[src/rtl/skrf_pkg.sv]
// Shared types and constants for the scalar Kalman range filter.
// No dependencies; imported by skrf_div and scalar_kalman_range_filter.
package skrf_pkg;

   // Fixed-point formats: variances UQ2.30, gain UQ1.30, estimate UQ16.16.
   localparam int FRAC_BITS = 30;
   localparam int VAR_BITS = 32;
   localparam int EST_BITS = 32;
   localparam int SAMPLE_W = 16;
   localparam int SAMPLE_BITS = 16;
   localparam int DUTY_W = 8;

   // Divider geometry: the gain quotient needs 31 bits, the duty quotient 8.
   localparam int DIV_Q_BITS = 31;
   localparam int DIV_REM_BITS = 33;
   localparam int DIV_CNT_BITS = 5;
   localparam int DUTY_DIV_STEPS = 8;

   localparam int CSR_INDEX_BITS = 8;
   localparam int CSR_DATA_BITS = 32;

   typedef enum logic [CSR_INDEX_BITS-1:0] {
      REG_PROCESS_NOISE = 8'd0,
      REG_MEASURE_NOISE = 8'd1,
      REG_RANGE_LOW     = 8'd2,
      REG_RANGE_HIGH    = 8'd3
   } csr_reg_type;

   localparam logic [VAR_BITS-1:0] PROCESS_NOISE_RESET = 32'd1073742;
   localparam logic [VAR_BITS-1:0] MEASURE_NOISE_RESET = 32'd536870912;
   localparam logic [SAMPLE_W-1:0] RANGE_LOW_RESET = 16'd0;
   localparam logic [SAMPLE_W-1:0] RANGE_HIGH_RESET = 16'd4000;
   localparam logic [VAR_BITS-1:0] VARIANCE_RESET = 32'h4000_0000;
   localparam logic [DIV_Q_BITS-1:0] ONE_Q30 = 31'h4000_0000;
   localparam logic [DUTY_W-1:0] DUTY_MAX = 8'd255;

   typedef struct packed {
      logic                      start;
      logic [DIV_CNT_BITS-1:0]   steps;
      logic [DIV_REM_BITS-1:0]   rem_init;
      logic [DIV_Q_BITS-1:0]     dividend_lo;
      logic [DIV_REM_BITS-1:0]   divisor;
   } div_req_type;

   typedef struct packed {
      logic                      busy;
      logic                      done;
      logic [DIV_Q_BITS-1:0]     quotient;
   } div_rsp_type;

endpackage

[src/rtl/scalar_kalman_range_filter.sv]
// Top level of the scalar Kalman range filter: sequencer, state and registers.
// Depends on skrf_pkg, skrf_div and skrf_mul.
//
//   channel | ports                                   | direction
//   req     | req_valid, req_stall, req_sample        | sample in
//   rsp     | rsp_valid, rsp_stall, rsp_smoothed/duty | result out
//   csr     | csr_valid, csr_ready, csr_index/data    | register write
//
// The first sample after reset only seeds the estimate and gives no result.
// Every later sample runs through the divider for the gain, two passes through
// the multiplier for the estimate and variance, and a second division for the
// duty byte when it is neither zero nor capped, before its result is offered.
// req_stall stays high from acceptance until the result transaction completes.
// Reset is synchronous and restores the registers and the filter state.
module scalar_kalman_range_filter (
   input  logic                                 clock,
   input  logic                                 reset,
   input  logic                                 req_valid,
   output logic                                 req_stall,
   input  logic [skrf_pkg::SAMPLE_W-1:0]        req_sample,
   output logic                                 rsp_valid,
   input  logic                                 rsp_stall,
   output logic [skrf_pkg::SAMPLE_W-1:0]        rsp_smoothed,
   output logic [skrf_pkg::DUTY_W-1:0]          rsp_duty,
   input  logic                                 csr_valid,
   output logic                                 csr_ready,
   input  logic [skrf_pkg::CSR_INDEX_BITS-1:0]  csr_index,
   input  logic [skrf_pkg::CSR_DATA_BITS-1:0]   csr_data
);
   import skrf_pkg::*;

   localparam logic [SAMPLE_W-1:0] SampleMask = (SAMPLE_BITS >= SAMPLE_W) ?
      {SAMPLE_W{1'b1}} : SAMPLE_W'((1 << SAMPLE_BITS) - 1);

   typedef enum logic [3:0] {
      ST_IDLE,
      ST_LOAD,
      ST_DIVK,
      ST_MULK,
      ST_EST,
      ST_VAR,
      ST_DUTY,
      ST_DIVD,
      ST_OUT
   } state_type;

   state_type             state_ff;
   logic [VAR_BITS-1:0]   process_noise_ff;
   logic [VAR_BITS-1:0]   measure_noise_ff;
   logic [SAMPLE_W-1:0]   range_low_ff;
   logic [SAMPLE_W-1:0]   range_high_ff;
   logic [EST_BITS-1:0]   estimate_ff;
   logic [VAR_BITS-1:0]   variance_ff;
   logic                  seeded_ff;
   logic [SAMPLE_W-1:0]   z_ff;
   logic [VAR_BITS-1:0]   p1_ff;
   logic                  den_zero_ff;
   logic [DIV_Q_BITS-1:0] k_ff;
   logic                  neg_ff;
   logic [SAMPLE_W-1:0]   smoothed_ff;
   logic [DUTY_W-1:0]     duty_ff;
   logic                  rsp_valid_ff;

   logic [SAMPLE_W-1:0]   z_in;
   logic [VAR_BITS:0]     p1_sum;
   logic [VAR_BITS-1:0]   p1_in;
   logic [VAR_BITS:0]     den;
   logic [EST_BITS-1:0]   zf;
   logic                  neg_in;
   logic [EST_BITS-1:0]   mag;
   logic [EST_BITS-1:0]   corr;
   logic [EST_BITS:0]     est_sub;
   logic [EST_BITS:0]     est_add;
   logic [DIV_Q_BITS-1:0] one_minus_k;
   logic [SAMPLE_W:0]     dl;
   logic [SAMPLE_W:0]     span;
   logic [SAMPLE_W-1:0]   dl_mag;
   logic [SAMPLE_W-1:0]   span_mag;
   logic [SAMPLE_W+DUTY_W-1:0] duty_num;
   logic                  duty_zero;
   logic                  duty_cap;
   logic [31:0]           mul_a;
   logic [31:0]           mul_b;
   logic [63:0]           mul_prod;
   div_req_type           div_req;
   div_rsp_type           div_rsp;

   skrf_div u_div (
      .clock   (clock),
      .reset   (reset),
      .div_req (div_req),
      .div_rsp (div_rsp)
   );

   skrf_mul u_mul (
      .clock    (clock),
      .mul_a    (mul_a),
      .mul_b    (mul_b),
      .mul_prod (mul_prod)
   );

   // Configuration registers; indexes beyond the list are ignored.
   assign csr_ready = 1'b1;

   always_ff @(posedge clock) begin
      if (reset) begin
         process_noise_ff <= PROCESS_NOISE_RESET;
         measure_noise_ff <= MEASURE_NOISE_RESET;
         range_low_ff <= RANGE_LOW_RESET;
         range_high_ff <= RANGE_HIGH_RESET;
      end else if (csr_valid) begin
         unique case (csr_index)
            REG_PROCESS_NOISE: process_noise_ff <= csr_data[VAR_BITS-1:0];
            REG_MEASURE_NOISE: measure_noise_ff <= csr_data[VAR_BITS-1:0];
            REG_RANGE_LOW:     range_low_ff <= csr_data[SAMPLE_W-1:0];
            REG_RANGE_HIGH:    range_high_ff <= csr_data[SAMPLE_W-1:0];
            default: ;
         endcase
      end
   end

   // Kalman datapath pieces.
   assign z_in = req_sample & SampleMask;
   assign p1_sum = {1'b0, variance_ff} + {1'b0, process_noise_ff};
   assign p1_in = p1_sum[VAR_BITS] ? {VAR_BITS{1'b1}} : p1_sum[VAR_BITS-1:0];
   assign den = {1'b0, p1_ff} + {1'b0, measure_noise_ff};
   assign zf = {z_ff, 16'b0};
   assign neg_in = zf < estimate_ff;
   assign mag = neg_in ? (estimate_ff - zf) : (zf - estimate_ff);
   assign corr = mul_prod[FRAC_BITS+EST_BITS-1:FRAC_BITS];
   assign est_sub = {1'b0, estimate_ff} - {1'b0, corr};
   assign est_add = {1'b0, estimate_ff} + {1'b0, corr};
   assign one_minus_k = ONE_Q30 - k_ff;

   // Duty mapping works on magnitudes; a negative quotient clamps to zero,
   // and a quotient of 255 or more is caught before dividing.
   assign dl = {1'b0, z_ff} - {1'b0, range_low_ff};
   assign span = {1'b0, range_high_ff} - {1'b0, range_low_ff};
   assign dl_mag = dl[SAMPLE_W] ? SAMPLE_W'(-dl) : dl[SAMPLE_W-1:0];
   assign span_mag = span[SAMPLE_W] ? SAMPLE_W'(-span) : span[SAMPLE_W-1:0];
   assign duty_num = {dl_mag, DUTY_W'(0)} - {DUTY_W'(0), dl_mag};
   assign duty_zero = (span_mag == '0) || (dl[SAMPLE_W] ^ span[SAMPLE_W]);
   assign duty_cap = dl_mag >= span_mag;

   always_comb begin
      if (state_ff == ST_MULK) begin
         mul_a = {1'b0, k_ff};
         mul_b = mag;
      end else begin
         mul_a = {1'b0, one_minus_k};
         mul_b = p1_ff;
      end
   end

   always_comb begin
      div_req.start = (state_ff == ST_LOAD) ||
                      ((state_ff == ST_DUTY) && !duty_zero && !duty_cap);
      if (state_ff == ST_LOAD) begin
         div_req.steps = DIV_CNT_BITS'(DIV_Q_BITS);
         div_req.rem_init = {2'b0, p1_ff[VAR_BITS-1:1]};
         div_req.dividend_lo = {p1_ff[0], {FRAC_BITS{1'b0}}};
         div_req.divisor = den;
      end else begin
         div_req.steps = DIV_CNT_BITS'(DUTY_DIV_STEPS);
         div_req.rem_init = {{(DIV_REM_BITS-SAMPLE_W){1'b0}},
                             duty_num[SAMPLE_W+DUTY_W-1:DUTY_W]};
         div_req.dividend_lo = {duty_num[DUTY_W-1:0], {(DIV_Q_BITS-DUTY_W){1'b0}}};
         div_req.divisor = {{(DIV_REM_BITS-SAMPLE_W){1'b0}}, span_mag};
      end
   end

   always_ff @(posedge clock) begin
      if (reset) begin
         state_ff <= ST_IDLE;
         estimate_ff <= '0;
         variance_ff <= VARIANCE_RESET;
         seeded_ff <= 1'b0;
         rsp_valid_ff <= 1'b0;
      end else begin
         unique case (state_ff)
            ST_IDLE: begin
               if (req_valid) begin
                  if (!seeded_ff) begin
                     estimate_ff <= {z_in, 16'b0};
                     seeded_ff <= 1'b1;
                  end else begin
                     z_ff <= z_in;
                     p1_ff <= p1_in;
                     state_ff <= ST_LOAD;
                  end
               end
            end
            ST_LOAD: begin
               den_zero_ff <= (den == '0);
               state_ff <= ST_DIVK;
            end
            ST_DIVK: begin
               if (div_rsp.done) begin
                  k_ff <= den_zero_ff ? '0 : div_rsp.quotient;
                  state_ff <= ST_MULK;
               end
            end
            ST_MULK: begin
               neg_ff <= neg_in;
               state_ff <= ST_EST;
            end
            ST_EST: begin
               if (neg_ff) begin
                  estimate_ff <= est_sub[EST_BITS] ? '0 : est_sub[EST_BITS-1:0];
               end else begin
                  estimate_ff <= est_add[EST_BITS] ? {EST_BITS{1'b1}} :
                                 est_add[EST_BITS-1:0];
               end
               state_ff <= ST_VAR;
            end
            ST_VAR: begin
               variance_ff <= mul_prod[FRAC_BITS+VAR_BITS-1:FRAC_BITS];
               smoothed_ff <= estimate_ff[EST_BITS-1:EST_BITS-SAMPLE_W];
               state_ff <= ST_DUTY;
            end
            ST_DUTY: begin
               if (duty_zero) begin
                  duty_ff <= '0;
                  rsp_valid_ff <= 1'b1;
                  state_ff <= ST_OUT;
               end else if (duty_cap) begin
                  duty_ff <= DUTY_MAX;
                  rsp_valid_ff <= 1'b1;
                  state_ff <= ST_OUT;
               end else begin
                  state_ff <= ST_DIVD;
               end
            end
            ST_DIVD: begin
               if (div_rsp.done) begin
                  duty_ff <= div_rsp.quotient[DUTY_W-1:0];
                  rsp_valid_ff <= 1'b1;
                  state_ff <= ST_OUT;
               end
            end
            ST_OUT: begin
               if (!rsp_stall) begin
                  rsp_valid_ff <= 1'b0;
                  state_ff <= ST_IDLE;
               end
            end
            default: state_ff <= ST_IDLE;
         endcase
      end
   end

   assign req_stall = (state_ff != ST_IDLE);
   assign rsp_valid = rsp_valid_ff;
   assign rsp_smoothed = smoothed_ff;
   assign rsp_duty = duty_ff;

`ifndef NO_ASSERTIONS
   // A pending result must hold off the next sample.
   assert property (@(posedge clock) disable iff (reset) rsp_valid |-> req_stall)
      else $error("sample accepted while a result is pending");

   // The divider only reports completion while the sequencer waits for it.
   assert property (@(posedge clock) disable iff (reset)
      div_rsp.done |-> (state_ff == ST_DIVK || state_ff == ST_DIVD))
      else $error("divider finished outside a divide state");

   // The gain never exceeds one.
   assert property (@(posedge clock) disable iff (reset)
      state_ff == ST_MULK |-> k_ff <= ONE_Q30)
      else $error("gain above one");

   // The updated variance never exceeds the predicted variance.
   assert property (@(posedge clock) disable iff (reset)
      state_ff == ST_VAR |=> variance_ff <= $past(p1_ff))
      else $error("variance grew during the update");
`endif

endmodule

[src/rtl/skrf_mul.sv]
// Registered 32 x 32 unsigned multiplier shared by the estimate and variance updates.
// Depends on nothing; the product is valid in the cycle after its operands.
module skrf_mul (
   input  logic        clock,
   input  logic [31:0] mul_a,
   input  logic [31:0] mul_b,
   output logic [63:0] mul_prod
);

   logic [63:0] prod_ff;
   logic [63:0] prod_in;

   assign prod_in = {32'b0, mul_a} * {32'b0, mul_b};

   always_ff @(posedge clock) begin
      prod_ff <= prod_in;
   end

   assign mul_prod = prod_ff;

endmodule

[src/rtl/skrf_div.sv]
// Restoring divider that retires one quotient bit per cycle.
// Depends on skrf_pkg for the request and response structs.
module skrf_div (
   input  logic                  clock,
   input  logic                  reset,
   input  skrf_pkg::div_req_type div_req,
   output skrf_pkg::div_rsp_type div_rsp
);
   import skrf_pkg::*;

   logic                    busy_ff;
   logic                    done_ff;
   logic [DIV_CNT_BITS-1:0] count_ff;
   logic [DIV_REM_BITS-1:0] rem_ff;
   logic [DIV_REM_BITS-1:0] rem_in;
   logic [DIV_Q_BITS-1:0]   lo_ff;
   logic [DIV_REM_BITS-1:0] divisor_ff;
   logic [DIV_Q_BITS-1:0]   quot_ff;
   logic [DIV_REM_BITS:0]   trial;
   logic [DIV_REM_BITS:0]   diff;
   logic                    fits;

   // The remainder stays below the divisor, so the borrow bit of the
   // trial subtraction alone decides the quotient bit.
   assign trial = {rem_ff, lo_ff[DIV_Q_BITS-1]};
   assign diff = trial - {1'b0, divisor_ff};
   assign fits = !diff[DIV_REM_BITS];
   assign rem_in = fits ? diff[DIV_REM_BITS-1:0] : trial[DIV_REM_BITS-1:0];

   always_ff @(posedge clock) begin
      if (reset) begin
         busy_ff <= 1'b0;
         done_ff <= 1'b0;
         count_ff <= '0;
      end else begin
         done_ff <= 1'b0;
         if (div_req.start) begin
            busy_ff <= 1'b1;
            count_ff <= div_req.steps;
         end else if (busy_ff) begin
            count_ff <= count_ff - DIV_CNT_BITS'(1);
            if (count_ff == DIV_CNT_BITS'(1)) begin
               busy_ff <= 1'b0;
               done_ff <= 1'b1;
            end
         end
      end
   end

   always_ff @(posedge clock) begin
      if (div_req.start) begin
         rem_ff <= div_req.rem_init;
         lo_ff <= div_req.dividend_lo;
         divisor_ff <= div_req.divisor;
         quot_ff <= '0;
      end else if (busy_ff) begin
         rem_ff <= rem_in;
         lo_ff <= {lo_ff[DIV_Q_BITS-2:0], 1'b0};
         quot_ff <= {quot_ff[DIV_Q_BITS-2:0], fits};
      end
   end

   assign div_rsp.busy = busy_ff;
   assign div_rsp.done = done_ff;
   assign div_rsp.quotient = quot_ff;

endmodule

[config.mk]
export PLATFORM = sky130hd
export DESIGN_NAME = scalar_kalman_range_filter
export DESIGN_NICKNAME = d
export VERILOG_FILES = /design/src/rtl/skrf_pkg.sv /design/src/rtl/scalar_kalman_range_filter.sv /design/src/rtl/skrf_mul.sv /design/src/rtl/skrf_div.sv
export SDC_FILE = /design/constraint.sdc
export NUM_CORES = 2
export LEC_CHECK = 0
export BUFFER_PORTS_ARGS = -buffer_cell sky130_fd_sc_hd__buf_2
export CORE_MARGIN = 4
export CORE_UTILIZATION = 60
export DETAILED_ROUTE_END_ITERATION = 16
export PLACE_DENSITY = 0.79
export SLEW_MARGIN = 20
export SYNTH_ARGS = -nofsm -noshare
export SYNTH_HDL_FRONTEND = slang
export SYNTH_HIERARCHICAL = 1
export SYNTH_SLANG_ARGS = --single-unit
[constraint.sdc]
create_clock -name clock -period 10.6 [get_ports clock]
set_clock_uncertainty 0.15 [all_clocks]
set_input_delay 1.59 -clock clock [delete_from_list [all_inputs] [get_ports clock]]
set_output_delay 1.59 -clock clock [all_outputs]
set_load 0.01 [all_outputs]
# ---- Word-level counts from Yosys, hierarchy flattened
# Cells that the tools add are included.
# W data, S select, Z words.
dict set report word_totals {
  ram_bits 0
  regBits 468
  rom_bits 0
  mem_count 0
  latch_bits 0
  elab_cells 135
  output_inout_bits 27
}
dict set report op_classes {
  multipliers 1
  add_sub_neg 14
  mux 40
  bitwise 3
  shifts 0
  div_mod_pow 0
  n_lt_le_gt_ge 2
  n_eq_ne 19
  reduce_logical 31
}
# operator count
set op_table {}
lappend op_table {{$mux W32} 7}
lappend op_table {{$mux W102} 1}
lappend op_table {{$add A32 B32 Y33} 3}
lappend op_table {{$mux W33} 3}
lappend op_table {{$mux W31} 3}
lappend op_table {{$pmux W32 S2} 1}
lappend op_table {{$sub A32 B32 Y32} 2}
lappend op_table {{$mul A31 B32 Y62} 1}
lappend op_table {{$pmux W4 S9} 1}
lappend op_table {{$sub A16 B16 Y17} 2}
lappend op_table {{$sub A34 B33 Y34} 1}
lappend op_table {{$logic_not A33 Y1} 1}
lappend op_table {{$sub A32 B32 Y33} 1}
lappend op_table {{$lt A32 B32 Y1} 1}
lappend op_table {{$mux W16} 2}
lappend op_table {{$neg A16 Y16} 2}
lappend op_table {{$sub A31 B31 Y31 const A} 1}
lappend op_table {{$mux W4} 7}
lappend op_table {{$mux W8} 3}
lappend op_table {{$sub A24 B16 Y24} 1}
lappend op_table {{$eq A4 B3 Y1 const B} 4}
lappend op_table {{$eq A8 B2 Y1 const B} 2}
lappend op_table {{$ge A16 B16 Y1} 1}
lappend op_table {{$logic_not A16 Y1} 1}
lappend op_table {{28 further kinds} 58}

# ---- Depth between registers and ports, before layout
dict set report logic_depth {
  word_depth 10
  ltp_mapped 46
  depth_no_buf 43
}

# ---- By module
# Netlist, hierarchy kept.
# module cells_each instances seq_area_each_um2 area_each_um2
set by_module_without_submodules {}
lappend by_module_without_submodules {skrf_mul 3778 1 1281.2 34700.8}
lappend by_module_without_submodules {scalar_kalman_range_filter 2934 1 6476.2 22873.2}
lappend by_module_without_submodules {skrf_div 673 1 3673.5 7352.1}

# ---- Worst setup path before layout
# Ideal clock, no wire load.
dict set report synth_path {
  kind {reg-to-reg}
  start {register z_ff[0]}
  end {register u_mul.prod_ff[51], in the netlist u_mul/mul_prod[51]}
  synth_period_minus_slack_ns 10.605
  arrival_time_ns 10.382
  path_buffers 3
  required_ns 10.377
  slack_ns -0.005
  stages_incl_launch_ff 41
  setup_time_ns 0.073
  path_cell_list {edfxtp_1 -> ha_1 -> fa_1 -> a41o_1 -> a21o_1 -> a21o_1 -> a21oi_1 -> o21bai_1 -> a2111oi_0 -> o31ai_1 -> a21o_1 -> a21o_1 -> clkbuf_1 -> inv_2 -> buf_1 -> a21oi_1 -> xnor2_1 -> o21ai_0 -> [... 5 more ...] -> fa_1 -> inv_1 -> fa_1 -> fa_1 -> fa_1 -> inv_1 -> fa_1 -> inv_1 -> ha_1 -> a21o_1 -> a21o_1 -> a21oi_1 -> o22ai_1 -> a2111o_1 -> a31oi_1 -> o21bai_1 -> a41oi_1 -> xnor2_1}
}
dict set report synth_between {
  elab_chain_len 4
  elab_cells_between_ends 6
}
# element line_no
set synth_lines {}
lappend synth_lines {{start: declaration} scalar_kalman_range_filter.sv:55} ;# logic [SAMPLE_W-1:0] z_ff;
lappend synth_lines {{start signal: assignment} scalar_kalman_range_filter.sv:187} ;# z_ff <= z_in;
lappend synth_lines {{$lt A32 B32 Y1} scalar_kalman_range_filter.sv:128} ;# assign neg_in = zf < estimate_ff;
lappend synth_lines {{net neg_in} scalar_kalman_range_filter.sv:69} ;# logic neg_in;
lappend synth_lines {{$mux W32} scalar_kalman_range_filter.sv:129} ;# assign mag = neg_in ? (estimate_ff - zf) : (zf - estimate_ff);
lappend synth_lines {{$mux W32} scalar_kalman_range_filter.sv:146} ;# if (state_ff == ST_MULK) begin
lappend synth_lines {{net mul_b[9]} scalar_kalman_range_filter.sv:83} ;# logic [31:0] mul_b;
lappend synth_lines {{$mul A31 B32 Y62} skrf_mul.sv:13} ;# assign prod_in = {32'b0, mul_a} * {32'b0, mul_b};
lappend synth_lines {{net u_mul.prod_in[51]} skrf_mul.sv:11} ;# logic [63:0] prod_in;
lappend synth_lines {{end signal: assignment} skrf_mul.sv:16} ;# prod_ff <= prod_in;
lappend synth_lines {{end: declaration} skrf_mul.sv:10} ;# logic [63:0] prod_ff;
# The timed path passes the listed nets, and every way through them passes these cells.
# A chain may end at the register's enable or synchronous reset.

# ---- Worst setup path after layout
dict set report layout_path {
  start {register estimate_ff[10]}
  end {register u_mul.prod_ff[59], in the netlist u_mul/mul_prod[59]}
}
dict set report layout_between {
  elab_chain_len 4
  elab_cells_between_ends 6
}
# element line_no
set layout_lines {}
lappend layout_lines {{start: declaration} scalar_kalman_range_filter.sv:52} ;# logic [EST_BITS-1:0] estimate_ff;
lappend layout_lines {{start signal: assignment} scalar_kalman_range_filter.sv:184} ;# estimate_ff <= {z_in, 16'b0};
lappend layout_lines {{start signal: assignment} scalar_kalman_range_filter.sv:209} ;# estimate_ff <= est_sub[EST_BITS] ? '0 : est_sub[EST_BITS-1:0];
lappend layout_lines {{start signal: assignment} scalar_kalman_range_filter.sv:211} ;# estimate_ff <= est_add[EST_BITS] ? {EST_BITS{1'b1}} :
lappend layout_lines {{$sub A32 B32 Y32 or $lt A32 B32 Y1 (tied branches)} {scalar_kalman_range_filter.sv:129, scalar_kalman_range_filter.sv:128}}
lappend layout_lines {{$mux W32 *} scalar_kalman_range_filter.sv:129}
lappend layout_lines {{$mux W32 *} scalar_kalman_range_filter.sv:146}
lappend layout_lines {{net mul_b[18]} scalar_kalman_range_filter.sv:83}
lappend layout_lines {{$mul A31 B32 Y62 *} skrf_mul.sv:13}
lappend layout_lines {{net u_mul.prod_in[59]} skrf_mul.sv:11}
# The timed path passes the listed nets; every way through them passes the cells marked *.

==> results.cfg <==
[cts]
numCtsBuffers = 46
cts_sinks = 438
postCtsHoldBufs = 0
clkTransAtPathRegs_ps = 60
cts-root-buf = clkbuf_16
clk_latency_ps = 620
clockBufferDepth = 3
htree_levels = 2
cts_tree = done

[worst_setup_path]
crit_type = flop to flop
cp_max_fo = 15
arrival_ps = 11110
slowest_stage = fa_1
start_kind = flop
cp_common_cell = fa_1
required_ps = 10990
cp_slowest_stage_delay_ps = 590
end_kind = flop

[sta]
drv_slew = 0
worst_pin_slew_ps = 1200
fin_worst_hold_slack_ps = 312
rsz0062_at_grt = yes
finalCriticalPeriod_ps = 10720
setup_viol_count_final = 8
timing.fmax_ghz = 0.0933
setup_ws_ps = -117
period_share_pct = 101
hold_violations = 0
maxSlewHeadroom_pct = 19.5

[drt]
drt-met1-wl_um = 74100
wl_um = 186000
wl_met3_um = 16100
antenna_left = 0
viasPerCell = 5.96
first_pass_iters = 8
vias = 52500
wl_per_cell_um = 21.1
remaining_drc_errors = 0
dr.max_layer_used = met5
dr_wl_met2_um = 86400
drt-initial-drc-count = 4962

[global_routing]
overflow = 0
antenna_found_initial = 3
grt_usage_pct = 32.9
grt_first_pass_wirelength_um = 291000
grt_max_degree = 174
grt_pass1_vias = 53200

[placed_design]
placedCellCount = 8674
routabilityCongestion = 1.00
hpwl_um = 146000
place_ws_ps = -473
io_buffers = 86

[cells_and_area]
multiInputGateArea_sq_um = 48800
layout.nets = 8854
finalNonFillerCells = 8816
n_fill_cell = 8305
regArea_sq_um = 10800
drive_gt1_share_pct = 11.7
syn2layout_area_growth_pct = 11.5

[pwr]
power_mw = 13.8
power_density_nw_per_um2 = 195
p_leak_nw = 32.9
ir_worst_vdd_mv = 0.502

[floorplanning]
die_h_um = 333
die_w_um = 333
core_sq_um = 105000
die-area_sq_um = 111000
start_util_pct = 60.3
core.rowCount = 119
ioPinCount = 88

[synthesis]
netlist_area_sq_um = 63500
yosys_warnings = 6
avgSynthCellArea_sq_um = 8.77
syn_inst = 7243

[run_status]
status = finished with violations
violations = setup timing

[run]
drv_cap = 0

[worst_hold_path]
hold_path_class = flop to flop
metrics by stage:
stage / util [%] / TNS, ps / cell area [sq um]
final: 67.3 / -473 / 70800
after global routing: 67.3 / -7550 / 70800
after CTS: 65.9 / 0 / 69400
after detailed placement: 64.1 / -7460 / 67400
after global placement: 64.1 / -2140 / 67400
after floorplan: - / 0 / 63600
per-layer routing:
metal  global-route usage (%)  vias to the layer above
met1                     44.7                    26000
li1                         -                    23600
met3                     4.82                      510
met2                     53.3                     2423
met5                        0                        -
met4                     13.3                        2
cell type report:
type | instances | share of cell area, %
clock inverter | 12 | 0.200
sequential | 438 | 15.2
inverter | 1100 | 5.84
multi-input combinational | 5366 | 68.8
tap | 1391 | 2.46
antenna | 2 | 0.00707
timing repair buffer | 435 | 5.31
clock buffer | 72 | 2.10
sequential cells by signal, indices dropped and copies added (netlist names), 4 cells and up:
register,cells
estimate_ff,32
u_div/lo_ff,31
rsp_duty,8
measure_noise_ff,32
u_div/quot_ff,31
k_ff,31
range_high_ff,16
variance_ff,32
range_low_ff,16
process_noise_ff,32
u_mul/mul_prod,32
z_ff,16
u_div/rem_ff,33
rsp_smoothed,16
u_div/count_ff,5
p1_ff,32
u_div/divisor_ff,33
state_ff,4
cell usage in the layout, fill, tap and decap left out, drive strengths merged, types with 34 or more instances in the layout:
cell type and n:
a21o 117, a21oi 425, a31oi 34, and2 617
and3 54, buf 429, clkbuf 78, dfxtp 236
edfxtp 202, fa 903, ha 503, inv 1101
mux2 46, mux2i 88, nand2 928, nand2b 34
nand3 55, nor2 335, nor2b 65, nor3 75
o21a 41, o21ai 266, o21bai 52, o31ai 35
xnor2 144, xor2 105
what timing repair did:
action / CTS / global route
gates resized for setup: 35 / 215
endpoints found under the hold margin: 0 / 0
setup endpoints to repair: 30 / 31
pin swaps: 28 / 102
cloned: 1 / 6
setup buffers: 16 / 35
power breakdown:
group,switching (mW),internal [mW]
Sequential,0.216,1.96
Clock,0.728,1.04
Combinational,5.38,4.47
Total,6.33,7.46
worst max-delay path, delay by kind of cell (launching register included):
family          cells  cell delay, ps
fa+ha+maj           9            4300
compound gates     19            3250
buf+inv            10            1260
simple gates        3             900
xor+xnor            2             430
flops               1             320
path summary, 6_finish.rpt:
kind                                              startpoint                          end  slack [ps]  depth (start not counted)
worst max register to register  estimate_ff[10]$_SDFFE_PP0P_   u_mul/mul_prod[59]$_DFF_P_        -120                         43
worst min-delay path             variance_ff[7]$_SDFFE_PP0P_  variance_ff[7]$_SDFFE_PP0P_         310                          2
worst max-delay path            estimate_ff[10]$_SDFFE_PP0P_   u_mul/mul_prod[59]$_DFF_P_        -120                         43
worst min register to register   variance_ff[7]$_SDFFE_PP0P_  variance_ff[7]$_SDFFE_PP0P_         310                          2
No activity file was read; power rests on OpenSTA's default activity.
